<file path="src/bff_pkg.sv">
// Shared types and constants for the bloom filter engine.
`timescale 1ns / 1ps
`default_nettype none
package bff_pkg;

    localparam int unsigned MAX_BITS_DEF   = 65536;
    localparam int unsigned MAX_HASHES_DEF = 16;

    localparam logic [63:0] FNV_BASIS   = 64'hcbf29ce484222325;
    localparam int unsigned FNV_SHIFT   = 40;       // prime = 2^40 + FNV_LOW
    localparam logic [8:0]  FNV_LOW     = 9'h1b3;

    localparam int unsigned ROW_W       = 64;       // store row width in bits
    localparam int unsigned ROW_SH      = 6;        // log2 of ROW_W

    localparam logic [1:0] CMD_ADD   = 2'd0;
    localparam logic [1:0] CMD_QUERY = 2'd1;
    localparam logic [1:0] CMD_CLEAR = 2'd2;

    localparam logic REG_HASH_COUNT  = 1'b0;
    localparam logic REG_FILTER_BITS = 1'b1;

    localparam logic [4:0]  HASH_COUNT_RST  = 5'd7;
    localparam logic [16:0] FILTER_BITS_RST = 17'd65536;

    typedef enum logic [3:0] {
        ST_CLEAR,
        ST_IDLE,
        ST_HASH,
        ST_DIV_LOAD,
        ST_DIV,
        ST_RD,
        ST_UPD,
        ST_RESULT
    } bff_state_t;

    typedef struct packed {
        logic capture;
        logic lane_clr;
        logic lane_inc;
        logic hash_en;
        logic lanes_restart;
        logic all_clr;
        logic div_load;
        logic div_step;
        logic rd_issue;
        logic wr_set;
        logic chk_en;
        logic row_clr;
        logic row_wipe;
        logic out_load;
    } bff_cmd_t;

    typedef struct packed {
        logic       in_valid;
        logic [1:0] in_cmd;
        logic       lane_end;
        logic       probe_end;
        logic       div_done;
        logic       row_end;
        logic       key_last;
        logic [1:0] key_cmd;
        logic       out_free;
    } bff_sts_t;

endpackage
`default_nettype wire

</file>
<file path="src/bff_ctrl.sv">
// Sequencer for the bloom filter engine: hashing, probe and clear control.
`timescale 1ns / 1ps
`default_nettype none
module bff_ctrl
    import bff_pkg::*;
(
    input  wire logic     aclk,
    input  wire logic     aresetn,
    input  wire bff_sts_t sts,
    output bff_cmd_t      cmd,
    output logic          in_ready
);

    bff_state_t state_reg, state_next;

    always_ff @(posedge aclk) begin
        if (!aresetn) begin
            state_reg <= ST_CLEAR;
        end else begin
            state_reg <= state_next;
        end
    end

    always_comb begin
        state_next = state_reg;
        case (state_reg)
            ST_CLEAR: begin
                if (sts.row_end) state_next = ST_IDLE;
            end
            ST_IDLE: begin
                if (sts.in_valid) begin
                    if (sts.in_cmd == CMD_CLEAR) begin
                        state_next = ST_CLEAR;
                    end else if (sts.in_cmd == CMD_ADD || sts.in_cmd == CMD_QUERY) begin
                        state_next = ST_HASH;
                    end
                end
            end
            ST_HASH: begin
                if (sts.lane_end) state_next = sts.key_last ? ST_DIV_LOAD : ST_IDLE;
            end
            ST_DIV_LOAD: state_next = ST_DIV;
            ST_DIV: begin
                if (sts.div_done) state_next = ST_RD;
            end
            ST_RD: state_next = ST_UPD;
            ST_UPD: begin
                if (!sts.probe_end) begin
                    state_next = ST_DIV_LOAD;
                end else begin
                    state_next = (sts.key_cmd == CMD_QUERY) ? ST_RESULT : ST_IDLE;
                end
            end
            ST_RESULT: begin
                if (sts.out_free) state_next = ST_IDLE;
            end
            default: state_next = ST_IDLE;
        endcase
    end

    always_comb begin
        cmd      = '0;
        in_ready = 1'b0;
        case (state_reg)
            ST_CLEAR: begin
                cmd.row_wipe = 1'b1;
            end
            ST_IDLE: begin
                in_ready    = 1'b1;
                cmd.capture = sts.in_valid;
                cmd.lane_clr = sts.in_valid;
                if (sts.in_valid && sts.in_cmd == CMD_CLEAR) begin
                    cmd.lanes_restart = 1'b1;
                    cmd.row_clr       = 1'b1;
                end
            end
            ST_HASH: begin
                cmd.hash_en  = 1'b1;
                cmd.lane_inc = !sts.lane_end;
                cmd.lane_clr = sts.lane_end;
                cmd.all_clr  = sts.lane_end;
            end
            ST_DIV_LOAD: cmd.div_load = 1'b1;
            ST_DIV:      cmd.div_step = 1'b1;
            ST_RD:       cmd.rd_issue = 1'b1;
            ST_UPD: begin
                cmd.wr_set        = (sts.key_cmd == CMD_ADD);
                cmd.chk_en        = (sts.key_cmd == CMD_QUERY);
                cmd.lane_inc      = !sts.probe_end;
                cmd.lanes_restart = sts.probe_end;
            end
            ST_RESULT: cmd.out_load = sts.out_free;
            default: cmd = '0;
        endcase
    end

    // a result is only ever loaded into a free output slot
    assert property (@(posedge aclk) disable iff (!aresetn) cmd.out_load |-> sts.out_free)
        else $error("result loaded over a pending word");
    // the divider runs only for keys that end
    assert property (@(posedge aclk) disable iff (!aresetn)
        cmd.div_load |-> sts.key_last)
        else $error("probe started on a non-final byte");
    // a clear command always enters the wipe
    assert property (@(posedge aclk) disable iff (!aresetn)
        cmd.row_clr |=> state_reg == ST_CLEAR)
        else $error("clear did not start the wipe");

endmodule
`default_nettype wire

</file>
<file path="config.mk">
export PLATFORM = sky130hd
export DESIGN_NAME = bff_ctrl
export DESIGN_NICKNAME = d
export VERILOG_FILES = /design/src/bff_pkg.sv /design/src/bff_ctrl.sv
export SDC_FILE = /design/constraint.sdc
export NUM_CORES = 1
export LEC_CHECK = 0
export BUFFER_PORTS_ARGS = -buffer_cell sky130_fd_sc_hd__buf_4
export CAP_MARGIN = 20
export CORE_AREA = 2 2 39 41
export CTS_CLUSTER_DIAMETER = 30
export DETAILED_ROUTE_END_ITERATION = 16
export DIE_AREA = 0 0 41 43
export PLACE_DENSITY = 0.67
export SLEW_MARGIN = 20
export SYNTH_ARGS = -nofsm -noshare
export SYNTH_HDL_FRONTEND = slang
export SYNTH_SLANG_ARGS = --single-unit
</file>
<file path="constraint.sdc">
create_clock -name aclk -period 2.81 [get_ports aclk]
set_clock_uncertainty 0.05 [all_clocks]
set_input_delay 0.562 -clock aclk [delete_from_list [all_inputs] [get_ports aclk]]
set_output_delay 0.562 -clock aclk [all_outputs]
set_load 0.05 [all_outputs]
</file>
==> impl_summary.md, run 1 <==
Outcome
The run finished with clean final reports.

Die
From bottom edge to top edge, the die measures 43 um. The effective utilization at floorplan is 0.263. In this run the horizontal extent of the chip is 41 um. The number of rows created at floorplan is 14.

The core area is 1380 um2. The die covers 1760 um2. In this run the count of I/O pins placed on the die edge is 28.

Clocking
Clock-pin slew was measured on the worst setup and hold paths at 0.04 ns. Post-CTS repair changed the size of 0 cells. At the later pin of the worst-skew pair, clock insertion delay measures 0.24 ns. The CTS buffer count is 3. TritonCTS built the clock tree. Hold repair after CTS inserted 0 buffers.

Counting along the longest clock path gives a buffer depth of 2. The setup fix buffers added after clock tree synthesis is 0. The number of clock sinks is 3. The clock root buffer is sky130_fd_sc_hd__clkbuf_4. CTS built an H-tree with a depth of 1.

Logic synthesis
Among all cell types in the netlist, the one instantiated most often is sky130_fd_sc_hd__nand2_1. By area the synthesized netlist is led by sky130_fd_sc_hd__dfxtp_1 (16%), sky130_fd_sc_hd__nand2_1 (11%), sky130_fd_sc_hd__nor2_1 (10%), sky130_fd_sc_hd__nand2b_1 (5.2%), sky130_fd_sc_hd__nor3b_4 (5.2%). The biggest area contributor in the post-synthesis netlist is sky130_fd_sc_hd__dfxtp_1. The most used flip-flop cell after synthesis is sky130_fd_sc_hd__dfxtp_1.

Counting every instance in the synthesized netlist gives 57. In this run the mean area of a mapped cell was 6.39 um2. The commonest cells after synthesis are sky130_fd_sc_hd__nand2_1 (11), sky130_fd_sc_hd__nor2_1 (10). The area fraction of the dominant cell type after synthesis is 0.165. In the synthesized netlist the async set-or-reset flop fraction comes to 0. The number of unique standard cell types used by synthesis is 25. The net count of the mapped netlist is 70. The share of the Yosys chip area taken by registers is 0.165. The number of storage elements in the synthesis netlist is 3. Summing every instance area after synthesis gives 364 um2. The Yosys step of the flow raised 0 warnings. The count of flip-flops with a built-in enable after synthesis is 0.

Run
The tool flagged a number of max-cap violations equal to 0.

Cells and area
The final-stage net count is 97. Measured on the finished design, the core utilization comes to 0.428. The fraction of final layout cells with drive strength greater than 1 is 0.434. The area growth from synthesis to layout is 62.5%.

The register with the most flip-flops in the layout has 3 of them. The repair_antennas step left the layout with diodes totalling 0. The footprint of the multi-input gates is 268 um2.

The layout has 142 filler cells. The sequential cells in the finished layout cover a total of 60.1 um2.

STA
Measured against its own limit, the worst slew margin works out to 0.631. Setup repair after global routing left no endpoint under its margin. The achievable frequency is 454 MHz. The hold violation total from the final report is 0. The post-route minimum period is 2.20 ns. Across all hold checks on the routed design, the worst slack comes to 0.540 ns.

The final max-slew violation count is 0. The fraction of the cycle the final worst path needs is 0.784. The setup TNS is 0 ns. Setup slack on the critical path of the routed design comes to 0.608 ns. Setup violations remaining at the end of the flow were counted as 0.

The transition time at the pin with the least slew margin is 0.552 ns.

Drt
The routed wire length per instance is 10.3 um. The number of antenna-violating nets in the routed design is 0. The first-pass iteration count of the detailed router is 4.

The number of DRC markers in iteration 0 is 15. The post-detailed-routing wire length is 1020 um. For this run, design rule violations remaining after detail routing come to 0. Using the TritonRoute via totals, the vias-per-cell ratio works out to 4.82. The total vias in the final route is 477.

Placement
The last weighted congestion value of the routability-driven placer is 0.750. Summed over all nets, the half-perimeter wirelength after detailed placement is 825 um. OpenSTA, run right after detailed placement, puts the worst setup slack at 0.849 ns. During placement, the flow inserted port buffers numbering 27.

GRT
The number of antenna violations at the first check in global routing was 0. In the global route stage, overall resource usage came out at 0.132. The via count of the first global-routing pass is 418. Entering global routing, the biggest net connects 17 pins. The first global-routing pass estimated 1650 um of wire. The global route total overflow is 0.

Setup path
The startpoint identified for the worst register-to-register timing path is state_reg[1]$_SDFFE_PN0P_. The worst reg-to-reg setup slack is 1.18 ns. STA puts the critical path data arrival time at 1.59 ns. The kind of capture point of the worst setup path is an output port.

The logic depth of the worst register-to-register path is 3. The endpoint identified for the worst register-to-register timing path is state_reg[1]$_SDFFE_PN0P_. Of all nets on the critical path, the largest fanout is 16. STA classifies the critical path startpoint as a flip-flop. The type of the worst setup path is flip-flop to output port.

STA puts the critical path data required time at 2.20 ns.

Pwr
In this run the static leakage power is 0.273 nW. The worst-case IR drop observed on VDD is 0.151 mV. The power density over cell area is 415 nW/um2.

Min path
The path with the worst hold slack has its endpoint at state_reg[1]$_SDFFE_PN0P_. The class of the tightest hold or removal check is primary input to flip-flop. The number of cells on the worst hold path is 3. In this run the most critical hold path is launched from aresetn.
==> where the power goes <==
group	leakage (nW)	total [W]	switching [W]	internal, W
registers	0.0245	0.0000563	0.00000995	0.0000463
clock network	0.0150	0.0000764	0.0000232	0.0000533
logic	0.233	0.000113	0.0000694	0.0000436
==> placed cells by master (no fill, tap or decap) <==
cell type,n
sky130_fd_sc_hd__buf_4,27
sky130_fd_sc_hd__nand2_1,11
sky130_fd_sc_hd__nor2_1,10
sky130_fd_sc_hd__nand2b_1,3
sky130_fd_sc_hd__nor3_1,3
sky130_fd_sc_hd__inv_1,3
sky130_fd_sc_hd__o21ai_0,3
sky130_fd_sc_hd__clkbuf_4,3
sky130_fd_sc_hd__dfxtp_1,3
sky130_fd_sc_hd__a21oi_1,2
sky130_fd_sc_hd__nor3b_4,1
sky130_fd_sc_hd__inv_2,1
sky130_fd_sc_hd__nor4b_2,1
sky130_fd_sc_hd__o22ai_1,1
sky130_fd_sc_hd__nor4_2,1
sky130_fd_sc_hd__nand3b_1,1
sky130_fd_sc_hd__o32a_1,1
sky130_fd_sc_hd__a21boi_2,1
sky130_fd_sc_hd__mux2i_1,1
sky130_fd_sc_hd__o311ai_1,1
sky130_fd_sc_hd__or3_1,1
sky130_fd_sc_hd__nand3_1,1
sky130_fd_sc_hd__o31ai_2,1
sky130_fd_sc_hd__a31oi_1,1
sky130_fd_sc_hd__clkbuf_1,1
==> per-stage QoR <==
step                instances  total power (W)  cell area [um2]
finish                     99         0.000246              592
CTS                        99         0.000249              592
detailed placement         95         0.000170              566
floorplan                  57         0.000136              377
global placement           95         0.000170              566
global route               99         0.000263              592
==> final cells by class <==
class | count | area share
Sequential cell | 3 | 0.101
Timing Repair Buffer | 27 | 0.342
Inverter | 4 | 0.0254
Tap cell | 16 | 0.0338
Clock buffer | 4 | 0.0444
Multi-Input combinational cell | 45 | 0.452
==> worst max-delay path by stage <==
stage | endpoint | depth (start not counted) | startpoint
global placement | cmd[3] | 3 | state_reg[2]$_SDFFE_PN0P_
finish | cmd[4] | 3 | state_reg[2]$_SDFFE_PN0P_
detailed placement | cmd[4] | 3 | state_reg[2]$_SDFFE_PN0P_
CTS | cmd[4] | 3 | state_reg[2]$_SDFFE_PN0P_
floorplan | cmd[9] | 4 | state_reg[0]$_SDFFE_PN0P_
global route | cmd[4] | 3 | state_reg[2]$_SDFFE_PN0P_
==> cell families (layout without fill, tap and decap cells) <==
group / Yosys count / count (layout) / share of synthesized area
AND/OR/NAND/NOR: 33 / 33 / 0.454
flip-flops: 3 / 3 / 0.165
buffers and inverters: 9 / 35 / 0.134
AO/OA/AOI/OAI: 11 / 11 / 0.220
multiplexers: 1 / 1 / 0.0275
==> worst max-delay path, cell delays in order, from the launching register on <==
cell and delay [ns]:
sky130_fd_sc_hd__dfxtp_1 0.66, sky130_fd_sc_hd__inv_2 0.14, sky130_fd_sc_hd__nor4_2 0.31, sky130_fd_sc_hd__buf_4 0.24
==> layer usage <==
layer,GRT usage,vias to the layer above,part of all wire
met4,0.0400,0,0
met3,0.0471,0,0.098
met2,0.203,21,0.48
li1,-,247,-
met5,0,-,0
met1,0.165,209,0.43
(Power assumes the default switching activity.)
==> inputs of run 2 (changes only) <==
clock period = 2.1 ns   (was 2.81 ns; I/O delays follow)
==> run 2 against run 1 <==
Compared with the run above:
- clock power grew 32%
- non-clock buffer count increased by 1
- critical path depth stayed put
- combinational power rose by 44%
- total power rose by 39%
- sequential power grew 34%
- largest cell class unchanged
==> impl_summary.md, run 2 (synthesis results as in run 1) <==
Cells and area
The area growth from synthesis to layout is 74.9%. The layout filler cell count is 153 (+7.7%). The fraction of the core area covered by cells at the end of the flow is 0.460 (+0.0325). The number of antenna diodes was 0 (unchanged). The flip-flop count of the largest register after layout was 3 (unchanged). In the layout the commonest cells are sky130_fd_sc_hd__buf_4 (28), sky130_fd_sc_hd__nand2_1 (10), sky130_fd_sc_hd__nor2_1 (9), sky130_fd_sc_hd__inv_1 (3), sky130_fd_sc_hd__clkbuf_4 (3).

The footprint of the multi-input gates was 303 um2 (+13%). The fraction of final layout cells with drive strength greater than 1 came to 0.536 (+0.102). The filler-free cell count of the finished design is 100 (+1.0%). The commonest non-fill, non-tap cell in the layout is sky130_fd_sc_hd__buf_4.

The final-stage net count came to 98 (+1.0%). The area occupied by registers came to 62.6 um2 (+4.2%).

Setup path
The top fanout value on the critical path is 9 (-7). The arrival time of data at the critical path endpoint came to 1.46 ns (-0.13 ns). The kind of capture point of the worst setup path is an output port. The required time of the critical path is 1.63 ns (-0.57 ns). Tracing the worst setup path back leads to its startpoint at state_reg[1]$_SDFFE_PN0P_. The type of the worst setup path is flip-flop to output port. The startpoint type of the worst setup path is a flip-flop. The worst register-to-register path begins at state_reg[1]$_SDFFE_PN0P_.

Pwr
The cell leakage power is 0.286 nW (+4.7%). The largest voltage drop on the vdd net came to 0.233 mV (+54%). The power density over cell area is 535 nW/um2 (+29%).

Clocking
The insertion delay of the later-clocked pin in the worst-skew pair is 0.23 ns (about the same). The clock slew at the register clock pins of the worst setup and hold paths is 0.04 ns (about the same). The number of buffers between clock root and the deepest sink is 2 (unchanged).

The number of clock sinks is 3 (unchanged). The number of hold buffers added after CTS is 0 (unchanged). Clock tree synthesis selected as its root buffer the cell sky130_fd_sc_hd__clkbuf_4. TritonCTS built the clock tree. The deepest level of the CTS H-tree is 1 (unchanged). The CTS buffer count was 3 (unchanged).

GRT
The wire length of the first global-routing pass is 1640 um (-0.42%). The pin count of the biggest net entering global routing is 17 (unchanged). The global route total overflow came to 0 (unchanged). The number of antenna violations at the first check in global routing is 0 (unchanged). The via count of the first global-routing pass is 440 (+5.3%). The total routing resource utilization after global routing was 0.132 (+0.000397).

Min path
The class of the tightest hold or removal check is primary input to flip-flop. The hold path startpoint is aresetn.

Drt
The total vias in the final route came to 477 (unchanged). The via density per instance is 4.77 (-1.0%). The number of DRC markers in iteration 0 is 3 (-12). The routed wire length per instance came to 10.1 um (-2.7%). The number of design rule violations left after detail routing is 0 (unchanged).

The first-pass iteration count of the detailed router is 2 (-2). The post-detailed-routing wire length was 1010 um (-1.8%). The number of antenna-violating nets in the routed design is 0 (unchanged).

Die
The full die area is 1760 um2 (unchanged). The width of the die is 41 um (unchanged). The die span in y is 43 um (unchanged). The core area is 1380 um2 (unchanged). The number of rows created at floorplan is 14 (unchanged). The I/O pin count is 28 (unchanged).

The effective utilization at floorplan is 0.263 (unchanged).

STA
The post-route worst hold slack is 0.404 ns (-0.136 ns). Dividing the final minimum period by the clock period gives 0.917. The achievable frequency is 519 MHz. The worst path setup slack after routing is 0.174 ns (-0.433 ns). For the finished layout, the period the worst path requires is 1.93 ns.

The setup TNS is 0 ns (unchanged). The final max-slew violation count is 0 (unchanged). The worst slew margin relative to its limit is 0.736 (+0.105).

The transition time at the pin with the least slew margin is 0.389 ns (-0.163 ns). Setup repair after global routing left no endpoint under its margin. The number of failing setup endpoints in the final timing report came to 0 (unchanged).

The hold violation total from the final report is 0 (unchanged).

Outcome
The flow ran to the end, and the final reports show no timing, DRC or antenna violations.

Placement
The pre-CTS worst setup slack is 0.270 ns (-0.579 ns). The total half-perimeter wirelength after legalization and detailed placement is 824 um (-0.21%). The total placed cells including tap cells is 96 (+1.1%). The count of buffers from port buffering is 27 (unchanged). The last weighted congestion value of the routability-driven placer is 0.835 (+11%).

Run
The max-capacitance violation count was 0 (unchanged).
## run 2: area by class of cell
type | count | area share
Timing Repair Buffer | 28 | 0.330
Sequential cell | 3 | 0.0982
Inverter | 4 | 0.0236
Multi-Input combinational cell | 45 | 0.475
Tap cell | 16 | 0.0314
Clock buffer | 4 | 0.0413
## run 2: routing by layer
metal / wire length (um) / vias up / GRT usage
met4: 17 / 0 / 0.0733
met2: 527 / 16 / 0.222
li1: - / 249 / -
met5: 0 / - / 0
met1: 394 / 210 / 0.151
met3: 66 / 2 / 0.0157
## run 2: final timing paths
path	endpoint	slack, ns	depth (start not counted)
max	cmd[3]	0.17	3
min	state_reg[2]$_SDFFE_PN0P_	0.40	3
max reg2reg	state_reg[1]$_SDFFE_PN0P_	0.63	3
min reg2reg	state_reg[0]$_SDFFE_PN0P_	0.50	1
## run 2: metrics by stage
step / area, um2 / total power, W
final: 637 / 0.000340
after global routing: 637 / 0.000364
after CTS: 632 / 0.000345
after detailed placement: 606 / 0.000239
after global placement: 606 / 0.000238
after floorplan: 409 / 0.000190
## run 2: worst max-delay path, cell delays in order, from the launching register on
cell and delay (ns):
sky130_fd_sc_hd__dfxtp_1 0.49, sky130_fd_sc_hd__nand2b_2 0.23, sky130_fd_sc_hd__nor4b_2 0.26, sky130_fd_sc_hd__buf_4 0.24
## run 2: where the power goes
group | switching, W | internal, W | total [W]
clock | 0.0000301 | 0.0000712 | 0.000101
combinational | 0.000100 | 0.0000635 | 0.000163
sequential | 0.0000130 | 0.0000627 | 0.0000757
total | 0.000143 | 0.000197 | 0.000340
## run 2: timing repair
item | 4_1_cts | 5_1_grt
setup endpoints to repair | 0 | 4
setup buffers | 0 | 0
gates resized for setup | 0 | 3
endpoints found under the hold margin | 0 | 0
==> inputs of run 3 (changes only) <==
==> constraint.sdc (replaced) <==
create_clock -name aclk -period 2.1 [get_ports aclk]
set_clock_uncertainty 0.05 [all_clocks]
set_input_delay 0.315 -clock aclk [delete_from_list [all_inputs] [get_ports aclk]]
set_output_delay 0.315 -clock aclk [all_outputs]
set_load 0.05 [all_outputs]
==> run 3 against run 2 <==
Compared with the run above:
- sequential cell count unchanged
- via count up 1.3%
- total power down 1.9%
- first-iteration DRC count rose to 3.0 times the previous value
- critical endpoint unchanged
- largest cell class unchanged
- largest power group unchanged
==> impl_summary.md, run 3 (synthesis results as in run 1) <==
Setup path
The worst reg-to-reg setup slack is 0.53 ns (-0.10 ns). By startpoint and endpoint, the worst setup path is classified as flip-flop to output port. The logic depth of the worst register-to-register path came to 3 (unchanged).

The required time of the critical path is 1.74 ns (+0.11 ns). The top fanout value on the critical path was 16 (+7). In this run the critical register-to-register path is captured at state_reg[1]$_SDFFE_PN0P_.

The arrival time of data at the critical path endpoint was 1.57 ns (+0.11 ns). The kind of capture point of the worst setup path is an output port. The worst register-to-register path begins at state_reg[1]$_SDFFE_PN0P_. The startpoint type of the worst setup path is a flip-flop.

Clocking
The tree is rooted in a sky130_fd_sc_hd__clkbuf_4. TritonCTS built the clock tree. The setup fix buffers added after clock tree synthesis is 0 (unchanged). The number of resized instances in the post-cts repair step is 0 (unchanged).

The number of buffers between clock root and the deepest sink is 2 (unchanged). The CTS buffer count is 3 (unchanged). The deepest level of the CTS H-tree is 1 (unchanged). The insertion delay of the later-clocked pin in the worst-skew pair came to 0.24 ns (about the same). The number of hold buffers added after CTS is 0 (unchanged). The number of clock sinks is 3 (unchanged). The clock slew at the register clock pins of the worst setup and hold paths is 0.04 ns (about the same).

Drt
The number of design rule violations left after detail routing is 0 (unchanged). The first-pass iteration count of the detailed router is 4 (+2). The post-detailed-routing wire length is 1020 um (+1.1%). The number of DRC markers in iteration 0 is 9 (+6). The routed wire length per instance is 10.3 um (+2.1%).

The number of antenna-violating nets in the routed design is 0 (unchanged). The via density per instance is 4.88 (+2.3%). The total vias in the final route is 483 (+1.3%).

GRT
The global route total overflow is 0 (unchanged). The number of antenna violations at the first check in global routing is 0 (unchanged). The via count of the first global-routing pass is 420 (-4.5%). The pin count of the biggest net entering global routing is 17 (unchanged). The wire length of the first global-routing pass is 1570 um (-4.6%). The total routing resource utilization after global routing came to 0.127 (-0.00527).

Cells and area
The fraction of the core area covered by cells at the end of the flow is 0.439 (-0.0217). The layout filler cell count is 142 (-7.2%). The area growth from synthesis to layout is 66.7%. The flip-flop count of the largest register after layout is 3 (unchanged).

The number of antenna diodes is 0 (unchanged). The summed area of non-filler cells in the final layout is 607 um2 (-4.7%). The final-stage net count is 97 (-1.0%). The commonest non-fill, non-tap cell in the layout is sky130_fd_sc_hd__buf_4. The fraction of final layout cells with drive strength greater than 1 is 0.482 (-0.0538).

Leaving out fill and tap cells, the most frequent cells in the layout are sky130_fd_sc_hd__buf_4 (27), sky130_fd_sc_hd__nand2_1 (11), sky130_fd_sc_hd__nor2_1 (9).

STA
The hold violation total from the final report is 0 (unchanged). The transition time at the pin with the least slew margin is 0.576 ns (+0.187 ns). The final max-slew violation count was 0 (unchanged). The fraction of the cycle the final worst path needs is 0.920 (+0.00316). The worst slew margin relative to its limit is 0.615 (-0.121). The number of failing setup endpoints in the final timing report is 0 (unchanged). The post-route minimum period was 1.93 ns (+0.00663 ns). The worst path setup slack after routing is 0.168 ns (-0.00663 ns). Setup repair after global routing left no endpoint under its margin. The achievable frequency was 518 MHz (-0.34%).

Die
The core area is 1380 um2 (unchanged). The die span in y was 43 um (unchanged). The width of the die came to 41 um (unchanged). The number of rows created at floorplan was 14 (unchanged). The effective utilization at floorplan is 0.263 (unchanged).

The I/O pin count is 28 (unchanged). The full die area is 1760 um2 (unchanged).

Pwr
The share of power burned in the clock network is 0.311 (+0.013). The relative contribution of combinational cells to total power is 0.463 (-0.017). The switching power share of the total is 0.420 (about the same).

The cell internal power dissipation is 0.000194 W (-2.0%). The largest voltage drop on the vdd net was 0.205 mV (-12%). The cell leakage power is 0.276 nW (-3.5%). The power share of the sequential group is 0.227 (+0.005). The net switching power is 0.000140 W (-1.9%). The power density over cell area is 550 nW/um2 (+2.9%).

Min path
The startpoint identified for the worst hold timing path is aresetn. The number of cells on the worst hold path is 3 (unchanged). The terminating pin of the worst hold path is state_reg[2]$_SDFFE_PN0P_. The class of the tightest hold or removal check is primary input to flip-flop.

Placement
The total half-perimeter wirelength after legalization and detailed placement is 807 um (-2.1%). The pre-CTS worst setup slack is 0.358 ns (+0.0882 ns). The placed instance area is 578 um2 (-4.5%).

The last weighted congestion value of the routability-driven placer is 0.659 (-21%). The count of buffers from port buffering is 27 (unchanged).

Run
The max-capacitance violation count is 0 (unchanged).

Outcome
The run finished with clean final reports.
-- run 3: cell types whose count changed in the layout (fill, tap and decap cells not counted), sizes merged --
cell / previous run / this run
buf: 28 / 27
-- run 3: worst max-delay path: stages, from the launching register on --
cell and delay (ns):
sky130_fd_sc_hd__dfxtp_1 0.68, sky130_fd_sc_hd__inv_2 0.14, sky130_fd_sc_hd__nor4b_2 0.28, sky130_fd_sc_hd__buf_4 0.23
-- run 3: per-stage QoR --
step / setup TNS [ns] / cells / power, W / hold slack, ns
2_1_floorplan: -0.00302 / 57 / 0.000185 / 0.406
6_report: 0 / 99 / 0.000334 / 0.306
3_3_place_gp: 0 / 95 / 0.000231 / 0.548
4_1_cts: 0 / 99 / 0.000339 / 0.299
3_5_place_dp: 0 / 95 / 0.000231 / 0.551
5_1_grt: 0 / 99 / 0.000358 / 0.323
-- run 3: cell type report --
| class | count | area (um2) | area share |
|---|---|---|---|
| inverter | 4 | 15.0 | 0.0247 |
| timing repair buffer | 27 | 203 | 0.334 |
| clock buffer | 4 | 26.3 | 0.0433 |
| multi-input combinational | 45 | 283 | 0.466 |
| sequential | 3 | 60.1 | 0.0990 |
| tap | 16 | 20.0 | 0.0330 |
-- run 3: layer usage --
metal  share of wire  wire, um  vias up  track usage
li1                -         -      250            -
met1            0.37       375      209        0.137
met2            0.51       516       22        0.209
met4           0.013        13        0       0.0600
met5               0         0        -            0
met3            0.11       112        2       0.0419
-- run 3: worst max path at each step --
stage	start	endpoint	slack, ns	cells past startpoint
final	state_reg[2]$_SDFFE_PN0P_	cmd[3]	0.17	3
after floorplan	state_reg[2]$_SDFFE_PN0P_	cmd[6]	-0.003	4
after global routing	state_reg[2]$_SDFFE_PN0P_	cmd[11]	0.03	5
after detailed placement	state_reg[1]$_SDFFE_PN0P_	cmd[3]	0.36	3
after CTS	state_reg[1]$_SDFFE_PN0P_	cmd[3]	0.11	3
after global placement	state_reg[1]$_SDFFE_PN0P_	cmd[3]	0.40	3
-- run 3: power groups by stage --
| stage | Combinational (W) | Sequential (W) | Clock [W] |
|---|---|---|---|
| 2_1_floorplan | 0.000121 | 0.0000640 | 0 |
| 3_3_place_gp | 0.000155 | 0.0000757 | 0 |
| 3_5_place_dp | 0.000155 | 0.0000762 | 0 |
| 4_1_cts | 0.000155 | 0.0000752 | 0.000108 |
| 5_1_grt | 0.000167 | 0.0000772 | 0.000114 |
| 6_report | 0.000155 | 0.0000757 | 0.000104 |
